===== config.mk =====
export PLATFORM = sky130hd
export DESIGN_NAME = servo_sweep_stepper
export DESIGN_NICKNAME = d
export VERILOG_FILES = /design/src/rtl/core/sss_pkg.sv /design/src/rtl/core/sss_regs.sv /design/src/rtl/core/sss_ctrl.sv /design/src/rtl/core/sss_dp.sv /design/src/rtl/core/servo_sweep_stepper.sv
export SDC_FILE = /design/constraint.sdc
export NUM_CORES = 1
export LEC_CHECK = 0
export BUFFER_PORTS_ARGS = -buffer_cell sky130_fd_sc_hd__buf_2
export CORE_MARGIN = 2
export CORE_UTILIZATION = 62
export CTS_CLUSTER_SIZE = 16
export DETAILED_ROUTE_END_ITERATION = 12
export GPL_ROUTABILITY_DRIVEN = 1
export PLACE_DENSITY = 0.9
export SETUP_SLACK_MARGIN = 0.2
export SKIP_CTS_REPAIR_TIMING = 1
export SYNTH_ARGS = -nofsm -noshare
export SYNTH_HDL_FRONTEND = slang
export SYNTH_SLANG_ARGS = --single-unit

===== constraint.sdc =====
create_clock -name clk -period 10.9 [get_ports clk]
set_input_delay 1.09 -clock clk [delete_from_list [all_inputs] [get_ports clk]]
set_output_delay 1.09 -clock clk [all_outputs]
set_load 0.02 [all_outputs]

===== src/rtl/core/sss_pkg.sv =====
// ----------------------------------------------------------------------------
// sss_pkg: shared types and constants for the servo sweep stepper
// Opcodes, register map, speed thresholds, divider sizing, the command bundle
// from controller to datapath and the configuration register bundle.
// ----------------------------------------------------------------------------
package sss_pkg;

  // Item opcodes.
  localparam logic [1:0] OP_TICK  = 2'd0;
  localparam logic [1:0] OP_START = 2'd1;
  localparam logic [1:0] OP_STOP  = 2'd2;
  localparam logic [1:0] OP_SET   = 2'd3;

  // Register indexes (byte address is four times the index).
  localparam logic [1:0] REG_MIN_ANGLE    = 2'd0;
  localparam logic [1:0] REG_MAX_ANGLE    = 2'd1;
  localparam logic [1:0] REG_CENTER_ANGLE = 2'd2;
  localparam logic [1:0] REG_MIN_INTERVAL = 2'd3;

  localparam int ADDR_W = 4;
  localparam int DATA_W = 32;
  localparam int ANG_W  = 8;
  localparam int SPD_W  = 10;
  localparam int STEP_W = 3;

  // Register reset values.
  localparam logic [ANG_W-1:0] MIN_ANGLE_RST    = 8'd0;
  localparam logic [ANG_W-1:0] MAX_ANGLE_RST    = 8'd180;
  localparam logic [ANG_W-1:0] CENTER_ANGLE_RST = 8'd90;
  localparam logic [ANG_W-1:0] MIN_INTERVAL_RST = 8'd5;

  // Sweep state reset values.
  localparam logic [STEP_W-1:0] STEP_RST     = 3'd1;
  localparam logic [ANG_W-1:0]  INTERVAL_RST = 8'd16;

  // Speed clamp and step thresholds, deg/s.
  localparam logic [SPD_W-1:0] SPD_LO  = 10'd10;
  localparam logic [SPD_W-1:0] SPD_HI  = 10'd350;
  localparam logic [SPD_W-1:0] SPD_TH1 = 10'd70;
  localparam logic [SPD_W-1:0] SPD_TH2 = 10'd150;
  localparam logic [SPD_W-1:0] SPD_TH3 = 10'd250;

  // Serial divider: 1000*step (at most 4000) over the clamped speed.
  localparam int DVD_W     = 12;
  localparam int DVS_W     = 9;
  localparam int DIV_STEPS = DVD_W;
  localparam int CNT_W     = $clog2(DIV_STEPS);

  // Controller to datapath commands.
  typedef struct packed {
    logic load;      // capture the accepted item and seed the divider
    logic div_step;  // one restoring-division step
    logic commit;    // update sweep state and load the result register
  } cmd_t;

  // Configuration register contents.
  typedef struct packed {
    logic [ANG_W-1:0] low_lim;
    logic [ANG_W-1:0] high_lim;
    logic [ANG_W-1:0] home_pos;
    logic [ANG_W-1:0] min_interval;
  } cfg_t;

  // Clamp the requested speed into the supported range.
  function automatic logic [DVS_W-1:0] clamp_speed(input logic [SPD_W-1:0] v);
    logic [SPD_W-1:0] c;
    if (v < SPD_LO) begin
      c = SPD_LO;
    end else if (v > SPD_HI) begin
      c = SPD_HI;
    end else begin
      c = v;
    end
    return c[DVS_W-1:0];
  endfunction

  // Degrees per step chosen from the clamped speed.
  function automatic logic [STEP_W-1:0] speed_step(input logic [DVS_W-1:0] s);
    logic [STEP_W-1:0] st;
    if ({1'b0, s} <= SPD_TH1) begin
      st = 3'd1;
    end else if ({1'b0, s} <= SPD_TH2) begin
      st = 3'd2;
    end else if ({1'b0, s} <= SPD_TH3) begin
      st = 3'd3;
    end else begin
      st = 3'd4;
    end
    return st;
  endfunction

  // Milliseconds numerator: 1000 times the step.
  function automatic logic [DVD_W-1:0] step_dividend(input logic [STEP_W-1:0] st);
    logic [DVD_W-1:0] d;
    case (st)
      3'd1:    d = 12'd1000;
      3'd2:    d = 12'd2000;
      3'd3:    d = 12'd3000;
      default: d = 12'd4000;
    endcase
    return d;
  endfunction

endpackage


===== src/rtl/core/sss_regs.sv =====
// ----------------------------------------------------------------------------
// sss_regs: configuration register file
// APB-style slave holding the sweep limits, center angle and minimum
// step interval. Writes complete in the access phase; reads are direct.
// ----------------------------------------------------------------------------
module sss_regs
  import sss_pkg::*;
(
  input  logic              clk,
  input  logic              rst,
  input  logic              psel,
  input  logic              penable,
  input  logic              pwrite,
  input  logic [ADDR_W-1:0] paddr,
  input  logic [DATA_W-1:0] pwdata,
  output logic [DATA_W-1:0] prdata,
  output logic              pready,
  output cfg_t              cfg
);

  logic       wr_en;
  logic [1:0] idx;

  assign pready = 1'b1;
  assign wr_en  = psel & penable & pwrite & pready;
  assign idx    = paddr[3:2];

  // Register writes.
  always_ff @(posedge clk) begin
    if (rst) begin
      cfg.low_lim      <= MIN_ANGLE_RST;
      cfg.high_lim     <= MAX_ANGLE_RST;
      cfg.home_pos     <= CENTER_ANGLE_RST;
      cfg.min_interval <= MIN_INTERVAL_RST;
    end else if (wr_en) begin
      unique case (idx)
        REG_MIN_ANGLE:    cfg.low_lim      <= pwdata[ANG_W-1:0];
        REG_MAX_ANGLE:    cfg.high_lim     <= pwdata[ANG_W-1:0];
        REG_CENTER_ANGLE: cfg.home_pos     <= pwdata[ANG_W-1:0];
        REG_MIN_INTERVAL: cfg.min_interval <= pwdata[ANG_W-1:0];
        default:          cfg.low_lim      <= cfg.low_lim;
      endcase
    end
  end

  // Read mux.
  always_comb begin
    unique case (idx)
      REG_MIN_ANGLE:    prdata = {{(DATA_W-ANG_W){1'b0}}, cfg.low_lim};
      REG_MAX_ANGLE:    prdata = {{(DATA_W-ANG_W){1'b0}}, cfg.high_lim};
      REG_CENTER_ANGLE: prdata = {{(DATA_W-ANG_W){1'b0}}, cfg.home_pos};
      REG_MIN_INTERVAL: prdata = {{(DATA_W-ANG_W){1'b0}}, cfg.min_interval};
      default:          prdata = '0;
    endcase
  end

endmodule


===== src/rtl/core/sss_ctrl.sv =====
// ----------------------------------------------------------------------------
// sss_ctrl: item sequencing state machine
// Accepts one item at a time, runs the serial divider for start items,
// and commits the result once the output register is free.
// ----------------------------------------------------------------------------
module sss_ctrl
  import sss_pkg::*;
(
  input  logic       clk,
  input  logic       rst,
  input  logic       in_valid,
  input  logic [1:0] opcode,
  output logic       in_ready,
  output logic       out_valid,
  input  logic       out_ready,
  output cmd_t       cmd
);

  localparam logic [1:0] ST_IDLE = 2'd0;
  localparam logic [1:0] ST_DIV  = 2'd1;
  localparam logic [1:0] ST_DONE = 2'd2;

  logic [1:0]       state;
  logic [1:0]       state_next;
  logic [CNT_W-1:0] cnt;
  logic             accept;
  logic             slot_free;
  logic             last_step;

  assign in_ready  = (state == ST_IDLE);
  assign accept    = in_valid & in_ready;
  assign slot_free = ~out_valid | out_ready;
  assign last_step = (cnt == CNT_W'(DIV_STEPS - 1));

  // Commands to the datapath.
  always_comb begin
    cmd.load     = accept;
    cmd.div_step = (state == ST_DIV);
    cmd.commit   = (state == ST_DONE) & slot_free;
  end

  // Next state.
  always_comb begin
    state_next = state;
    unique case (state)
      ST_IDLE: begin
        if (accept) begin
          state_next = (opcode == OP_START) ? ST_DIV : ST_DONE;
        end
      end
      ST_DIV: begin
        if (last_step) begin
          state_next = ST_DONE;
        end
      end
      ST_DONE: begin
        if (slot_free) begin
          state_next = ST_IDLE;
        end
      end
      default: state_next = ST_IDLE;
    endcase
  end

  // State, divider step counter and result valid flag.
  always_ff @(posedge clk) begin
    if (rst) begin
      state     <= ST_IDLE;
      cnt       <= '0;
      out_valid <= 1'b0;
    end else begin
      state <= state_next;
      if (state == ST_DIV) begin
        cnt <= last_step ? '0 : cnt + 1'b1;
      end
      if (cmd.commit) begin
        out_valid <= 1'b1;
      end else if (out_ready) begin
        out_valid <= 1'b0;
      end
    end
  end

endmodule


===== src/rtl/core/sss_dp.sv =====
// ----------------------------------------------------------------------------
// sss_dp: sweep datapath
// Holds the sweep state, a restoring serial divider for the step interval,
// the angle update logic and the result register.
// ----------------------------------------------------------------------------
module sss_dp
  import sss_pkg::*;
(
  input  logic             clk,
  input  logic             rst,
  input  cmd_t             cmd,
  input  cfg_t             cfg,
  input  logic [1:0]       opcode,
  input  logic [SPD_W-1:0] speed,
  input  logic [ANG_W-1:0] target_angle,
  output logic [ANG_W-1:0] angle,
  output logic             sweeping,
  output logic             moved
);

  // Captured item.
  logic [1:0]        op_q;
  logic [ANG_W-1:0]  tgt_q;
  logic [DVS_W-1:0]  spd_q;
  logic [STEP_W-1:0] new_step_q;

  // Divider: remainder and dividend/quotient shift register.
  logic [DVS_W-1:0] rem;
  logic [DVD_W-1:0] dq;
  logic [DVS_W:0]   trial;
  logic             fits;
  logic [DVS_W-1:0] spd_clamped;

  // Sweep state.
  logic [ANG_W-1:0]  cur_angle;
  logic              going_up;
  logic [STEP_W-1:0] step_size;
  logic [ANG_W-1:0]  interval_ms;
  logic [ANG_W-1:0]  elapsed_ms;
  logic              active;

  logic [ANG_W-1:0]  cur_angle_next;
  logic              going_up_next;
  logic [STEP_W-1:0] step_size_next;
  logic [ANG_W-1:0]  interval_ms_next;
  logic [ANG_W-1:0]  elapsed_ms_next;
  logic              active_next;

  logic [ANG_W-1:0] el_inc;
  logic [ANG_W+1:0] up_pos;
  logic [ANG_W+1:0] dn_pos;
  logic [ANG_W+1:0] mv_pos;
  logic [ANG_W-1:0] new_interval;
  logic [ANG_W-1:0] set_pos;

  assign spd_clamped = clamp_speed(speed);

  // Item capture and divider iterations.
  always_ff @(posedge clk) begin
    if (cmd.load) begin
      op_q       <= opcode;
      tgt_q      <= target_angle;
      spd_q      <= spd_clamped;
      new_step_q <= speed_step(spd_clamped);
      rem        <= '0;
      dq         <= step_dividend(speed_step(spd_clamped));
    end else if (cmd.div_step) begin
      rem <= fits ? DVS_W'(trial - {1'b0, spd_q}) : trial[DVS_W-1:0];
      dq  <= {dq[DVD_W-2:0], fits};
    end
  end

  assign trial = {rem, dq[DVD_W-1]};
  assign fits  = (trial >= {1'b0, spd_q});

  // Interval from the quotient, raised to the configured minimum.
  assign new_interval = (dq < {{(DVD_W-ANG_W){1'b0}}, cfg.min_interval}) ?
                        cfg.min_interval : dq[ANG_W-1:0];

  // Elapsed count saturates at its top value.
  assign el_inc = (elapsed_ms == '1) ? elapsed_ms : elapsed_ms + 1'b1;

  // Candidate angle as a signed value two bits wider than the angle.
  assign up_pos = {2'b00, cur_angle} + {{(ANG_W+2-STEP_W){1'b0}}, step_size};
  assign dn_pos = {2'b00, cur_angle} - {{(ANG_W+2-STEP_W){1'b0}}, step_size};
  assign mv_pos = going_up ? up_pos : dn_pos;

  // Set-angle clamp: lower limit tested first.
  assign set_pos = (tgt_q < cfg.low_lim) ? cfg.low_lim :
                   ((tgt_q > cfg.high_lim) ? cfg.high_lim : tgt_q);

  // Next sweep state per opcode.
  always_comb begin
    cur_angle_next   = cur_angle;
    going_up_next    = going_up;
    step_size_next   = step_size;
    interval_ms_next = interval_ms;
    elapsed_ms_next  = elapsed_ms;
    active_next      = active;
    unique case (op_q)
      OP_TICK: begin
        if (active) begin
          if (el_inc >= interval_ms) begin
            elapsed_ms_next = '0;
            if ($signed(mv_pos) >= $signed({2'b00, cfg.high_lim})) begin
              cur_angle_next = cfg.high_lim;
              going_up_next  = 1'b0;
            end else if ($signed(mv_pos) <= $signed({2'b00, cfg.low_lim})) begin
              cur_angle_next = cfg.low_lim;
              going_up_next  = 1'b1;
            end else begin
              cur_angle_next = mv_pos[ANG_W-1:0];
            end
          end else begin
            elapsed_ms_next = el_inc;
          end
        end
      end
      OP_START: begin
        step_size_next   = new_step_q;
        interval_ms_next = new_interval;
        elapsed_ms_next  = '0;
        going_up_next    = 1'b1;
        active_next      = 1'b1;
      end
      OP_STOP: begin
        active_next = 1'b0;
      end
      OP_SET: begin
        active_next    = 1'b0;
        cur_angle_next = set_pos;
      end
      default: active_next = active;
    endcase
  end

  // Sweep state registers.
  always_ff @(posedge clk) begin
    if (rst) begin
      cur_angle   <= CENTER_ANGLE_RST;
      going_up    <= 1'b1;
      step_size   <= STEP_RST;
      interval_ms <= INTERVAL_RST;
      elapsed_ms  <= '0;
      active      <= 1'b0;
    end else if (cmd.commit) begin
      cur_angle   <= cur_angle_next;
      going_up    <= going_up_next;
      step_size   <= step_size_next;
      interval_ms <= interval_ms_next;
      elapsed_ms  <= elapsed_ms_next;
      active      <= active_next;
    end
  end

  // Result register.
  always_ff @(posedge clk) begin
    if (cmd.commit) begin
      angle    <= cur_angle_next;
      sweeping <= active_next;
      moved    <= (cur_angle_next != cur_angle);
    end
  end

endmodule


===== src/rtl/core/servo_sweep_stepper.sv =====
// Tick, stop and set-angle items go straight to the commit, and start items first run
// the 12-step restoring divider for the interval. Only one item is in work at a time:
// the next item is accepted once the previous result has been committed.
// The result register holds while out_ready is low and stalls the next commit.
// Synchronous reset restores the register defaults, the angle to 90 degrees and
// the sweep to stopped.
// ----------------------------------------------------------------------------
// servo_sweep_stepper: back-and-forth servo sweep generator
// Top level joining the configuration registers, the sequencing state
// machine and the sweep datapath.
// ----------------------------------------------------------------------------
module servo_sweep_stepper
  import sss_pkg::*;
(
  input  logic              clk,
  input  logic              rst,
  input  logic              in_valid,
  output logic              in_ready,
  input  logic [1:0]        opcode,
  input  logic [SPD_W-1:0]  speed,
  input  logic [ANG_W-1:0]  target_angle,
  output logic              out_valid,
  input  logic              out_ready,
  output logic [ANG_W-1:0]  angle,
  output logic              sweeping,
  output logic              moved,
  input  logic              psel,
  input  logic              penable,
  input  logic              pwrite,
  input  logic [ADDR_W-1:0] paddr,
  input  logic [DATA_W-1:0] pwdata,
  output logic [DATA_W-1:0] prdata,
  output logic              pready
);

  cfg_t cfg;
  cmd_t cmd;

  // Configuration registers.
  sss_regs u_regs (
    .clk     (clk),
    .rst     (rst),
    .psel    (psel),
    .penable (penable),
    .pwrite  (pwrite),
    .paddr   (paddr),
    .pwdata  (pwdata),
    .prdata  (prdata),
    .pready  (pready),
    .cfg     (cfg)
  );

  // Item sequencing.
  sss_ctrl u_ctrl (
    .clk       (clk),
    .rst       (rst),
    .in_valid  (in_valid),
    .opcode    (opcode),
    .in_ready  (in_ready),
    .out_valid (out_valid),
    .out_ready (out_ready),
    .cmd       (cmd)
  );

  // Sweep datapath.
  sss_dp u_dp (
    .clk          (clk),
    .rst          (rst),
    .cmd          (cmd),
    .cfg          (cfg),
    .opcode       (opcode),
    .speed        (speed),
    .target_angle (target_angle),
    .angle        (angle),
    .sweeping     (sweeping),
    .moved        (moved)
  );

endmodule


# Word level (Yosys, flattened, before mapping)
# Cells that the tools add are included.
# totals
elab_cells	119
reg_bits	121
# classes
n_mux	38
reduce_logical	15
n_addsub	5
bitwise	6
eq_ne	21
n_lt_le_gt_ge	12
# ops
operator	count
$pmux 32 s4	1
$mux 8	10
$pmux 12 s3	1
$pmux 8 s2	2
$mux 9	3
$mux 12	2
$ge 10x9->1	2
$le 9x8->1 const B	2
$lt 12x8->1	1
$mux 3	4
$eq 2x2->1 const B	5
$gt 10x9->1 const B	1
$le 10x9->1	1
$lt 10x4->1 const B	1
$mux 10	1
$reduce_and 2->1	5
$add 8x3->9	1
$le 9x7->1 const B	1
$sub 8x3->9	1
$sub 9x9->9	1
$add 8x1->8 const B	1
$eq 2x1->1 const B	4
$eq 8x8->1 const B	1
$ge 8x8->1	1
23 further kinds	44

# Depth between registers and ports, before layout
# logic_depth
ltp_word	11
depth_mapped	20
ltp_nobuf	19

# Hierarchy
# Synthesis repeated with hierarchy kept, for this count alone.
# unflattened
cells_unflattened	936
hier_area_um2	8386.8
# by_module_without_submodules
module	cells_each	n_inst	area_each_um2	seq_area_each_um2
sss_dp	725	1	6307.3	2082.0
sss_regs	169	1	1719.1	640.6
sss_ctrl	42	1	360.3	140.1

# Worst setup path after synthesis
# Ideal clock, no wire load.
# synth_timing
path_type	reg2reg
startpoint	reg u_dp.cur_angle[0]
endpoint	reg u_dp.moved (data pin)
arrival_ns	3.779
path_stages_with_launch	20
n_path_buf	0
path_slack_ns	6.852
period_less_slack_ns	4.048
path_cell_list	dfxtp_1 > inv_1 > ha_1 > inv_1 > fa_1 > a2111oi_4 > and3_1 > a31oi_1 > xnor2_1 > ha_1 > nand4_1 > nor2_1 > a211o_1 > nand2_4 > mux2_2 > o2111a_1 > a21oi_1 > o2111a_1 > a41o_1 > nand4_1
# synth_via
elab_chain_cells	9
elab_cells_between_ends	11
classes_between	add/sub: 2; order compare: 2; eq/ne: 1; mux: 6
# synth_lines
item	line_no	source
from (decl)	sss_dp.sv:35	logic [ANG_W-1:0] cur_angle;
from (signal assigned)	sss_dp.sv:147	cur_angle <= cur_angle_next;
$sub 8x3->9 or $add 8x3->9 (tied branches)	sss_dp.sv:85, sss_dp.sv:84	
$mux 10	sss_dp.sv:86	assign mv_pos = going_up ? up_pos : dn_pos;
$le 10x9->1	sss_dp.sv:108	end else if ($signed(mv_pos) <= $signed({2'b00, cfg.low_lim})) begin
$mux 8	sss_dp.sv:108	
$mux 8	sss_dp.sv:105	if ($signed(mv_pos) >= $signed({2'b00, cfg.high_lim})) begin
$mux 8	sss_dp.sv:103	if (el_inc >= interval_ms) begin
$mux 8	sss_dp.sv:102	if (active) begin
$pmux 8 s2	sss_dp.sv:100	unique case (op_q)
$ne 8x8->1 (*)	sss_dp.sv:161	moved <= (cur_angle_next != cur_angle);
to (signal assigned)	sss_dp.sv:161	
to (decl)	sss_dp.sv:18	output logic moved
# Every way passes the cells marked *; elsewhere a longest branch is shown, timed or not.
# A chain may end at the register's enable or synchronous reset.

# Worst setup path in the final report
# layout_timing
startpoint	reg u_dp.cur_angle[2]
endpoint	reg u_dp.moved (data pin)
# Same word-level chain as after synthesis.

==> results by group <==
Route
  • Antenna-violating nets left: 0
  • Via Count: 6,736
  • DR pass1 iterations: 6
  • Residual DRC: 0
  • Wire per inst: 17.6 µm
  • Routed wire length: 19,500 µm
  • Vias per cell: 6.08
  • Detailed Route Iter0 Violations: 779

Clock network
  • CTS tree: done
  • Sink Count: 121
  • Longest Clk Path Bufs: 2
  • Num CTS Buffers: 17
  • Clk slew on worst S/H paths: 60 ps
  • Root Buffer: clkbuf_16
  • Latest clock arrival within the worst-skew pair: 420 ps
  • # H-tree levels: 4

Worst setup path
  • WP data required: 11,050 ps
  • CP Buf/Inv Count: 0
  • Family with the most delay on the worst path: compound AO/OA/AOI/OAI gates
  • CP Class: reg2reg
  • Worst setup startpoint: u_dp.cur_angle[2]$_SDFFE_PP0P_
  • Worst Path Max Fanout: 22
  • CP Launch Type: flop
  • Slowest CP cell: a32oi_4
  • Worst Path Arrival: 5150 ps
  • R2r endpoint: u_dp.moved$_DFFE_PP_
  • CP cell instances: ha_1, and3b_1, a2111oi_2, a32oi_1, xnor2_1, ha_1, a211oi_1, o21ai_0, a41o_1, a32oi_4, nor3_1, a211oi_1, nor3_1, a22o_1, a221oi_2, nand4_1
  • Crit path capture type: flop
  • CP peak stage delay: 550 ps
  • R2R setup slack: 5900 ps
  • Reg2Reg Depth: 16
  • FF-to-FF Start: u_dp.cur_angle[2]$_SDFFE_PP0P_

Place
  • Post-DP HPWL: 13,800 µm
  • Number of buffers added on ports: 56
  • Pre-CTS setup slack: 6020 ps
  • Gpl congestion: 0.991

Yosys
  • Synth cell types: 77
  • Post-synth EDFFs: 44
  • Mapped Area: 0.00799 mm²
  • Flops & latches, synth: 121
  • Yosys warns: 0
  • Syn_area_per_cell: 9.10 µm²
  • Top cells by area, synth: dfxtp_1, edfxtp_1, ha_1, nor2_1, mux2i_1
  • Fraction of registers with async set/reset: 0%
  • Synthesized instance count: 878
  • Seq/Total Area, Yosys: 35.8%
  • Synth top area share: 19.3%
  • Most common flop cell mapped by yosys: dfxtp_1
  • Synth area leader: dfxtp_1

Finish
  • Fin nets: 1,056
  • Antenna diodes: 0
  • Area Overhead vs Synth: 10.3%
  • Share of layout cells above drive strength 1: 14.2%

Power and ir drop
  • Leakage Power: 3.71 nW
  • VDD IR max: 0.000112 V
  • Pwr Density: 143 mW/mm²
  • Tot Pwr: 1.26 mW

STA
  • Setup violators final: 0
  • Rel. slew slack: 29.2%
  • Setup TNS: 0 ps
  • Hold Fails Final Rpt: 0
  • Worst slew pin tran: 1050 ps
  • Final Slew Violations: 0
  • Hold Worst Slack: 465 ps
  • Period utilisation layout: 45.9%
  • RSZ-0062 raised after global routing: false
  • Post-route setup slack: 5900 ps
  • Final min period: 5000 ps
  • Clock Skew: 6.59 ps
  • F_max: 200 MHz

Floorplan
  • Die width: 118 µm
  • Die area: 0.0138 mm²
  • Row cnt: 41
  • Std-Cell Core Area: 0.0126 mm²
  • Initial cell density of the core: 63.3%
  • Chip Height: 118 µm
  • IO Count: 108

Global routing
  • Initial antenna violation count: 0
  • Gr usage total: 28.9%
  • Gr ovfl total: 0
  • Pin count of the biggest net entering global routing: 69
  • Global-route wire length before repair: 32,100 µm
  • Number of global-route vias before repair: 6,694

Worst hold path
  • WHS Endpoint: u_dp.interval_ms[4]$_SDFFE_PP1P_
  • Min-delay worst type: reg2reg
  • Hold path depth: 1
  • Hold path start: u_dp.interval_ms[4]$_SDFFE_PP1P_

Status
  • Status: completed

Flow run
  • Max_cap viols: 0
[stage by stage]
stage,area (µm²),util (%),instances
2_1_floorplan,8080,-,901
3_3_place_gp,8270,65.5,1076
3_5_place_dp,8270,65.5,1076
4_1_cts,8810,69.8,1108
5_1_grt,8810,69.8,1108
6_report,8810,69.8,1108
[area by class of cell]
cell class	count	area [µm²]
Clock buffer	18	450
Inverter	76	285
Multi-Input combinational cell	647	4590
Timing Repair Buffer	60	310
Fill cell	934	3810
Sequential cell	121	2860
Clock inverter	14	95.1
Tap cell	172	215
[layer usage]
metal	routed length, µm	global-route usage (%)	vias to the layer above
met5	0	0	-
met4	682	13.1	0
met2	9690	49.9	296
met1	7690	34.5	3173
met3	1410	6.15	54
li1	-	-	3213
[report_power, final]
group	switching, mW	internal (mW)
Combinational	0.141	0.0815
Sequential	0.0215	0.500
Clock	0.213	0.303
[layout by cell type (no fill, tap or decap), types with 7 or more instances in the layout]
cell	Yosys	routed
buf_2	2	56
a211oi_1	16	16
xnor2_1	11	11
ha_1	67	67
nor2b_1	13	13
a22oi_1	10	10
dfxtp_1	77	77
inv_1	75	75
and2_1	8	8
a31oi_1	11	11
a21oi_1	51	51
nand4_1	11	11
clkbuf_16	0	18
o21ai_0	44	44
nand3_1	15	15
a211o_1	17	17
nand2b_1	13	13
edfxtp_1	44	44
nor2_1	104	104
nor3_1	18	18
mux2i_1	37	37
o21a_1	7	7
nand2_1	48	48
and3_1	10	10
conb_1	2	25
a21o_1	14	14
mux4_2	8	8
[how the worst max path moves through the flow]
stage,cells after the start,end
after global routing,16,u_dp.moved$_DFFE_PP_
after detailed placement,16,u_dp.moved$_DFFE_PP_
after CTS,16,u_dp.moved$_DFFE_PP_
after global placement,16,u_dp.moved$_DFFE_PP_
after floorplan,19,u_dp.moved$_DFFE_PP_
final,16,u_dp.moved$_DFFE_PP_
[worst reg2reg max path, cell delays in order (launching register included)]
cell and delay (ps):
dfxtp_1 480, ha_1 400, and3b_1 250, a2111oi_2 490
a32oi_1 130, xnor2_1 380, ha_1 320, a211oi_1 240
o21ai_0 140, a41o_1 260, a32oi_4 550, nor3_1 100
a211oi_1 300, nor3_1 100, a22o_1 280, a221oi_2 190
nand4_1 130
[flip-flops by register name, indices dropped and copies added, names as in the netlist, 3 cells and up]
register          flops
u_dp.dq              12
u_dp.rem              9
u_dp.new_step_q       3
u_dp.interval_ms      8
u_dp.angle            8
u_ctrl.cnt            4
u_dp.cur_angle        8
u_dp.tgt_q            8
u_regs.cfg           32
u_dp.elapsed_ms       8
u_dp.spd_q            9
u_dp.step_size        3
[cell usage after synthesis (14+ instances only)]
master,number
a211o_1,17
a211oi_1,16
a21o_1,14
a21oi_1,51
buf_4,26
clkbuf_1,22
dfxtp_1,77
edfxtp_1,44
ha_1,67
inv_1,75
mux2i_1,37
nand2_1,48
nand3_1,15
nor2_1,104
nor3_1,18
o21ai_0,44
[cells by family after synthesis]
family                   count (synthesis)  synth area share (%)
AND/OR/NAND/NOR                        262                  15.6
AO/OA/AOI/OAI                          228                  20.5
buffers and inverters                  133                  7.80
flip-flops                             121                  35.8
adder cells (fa/ha/maj)                 70                  11.2
multiplexers                            49                  7.45
XOR/XNOR                                13                  1.52
other                                    2                0.0940
Note: power is estimated with default switching activity, not from simulation.
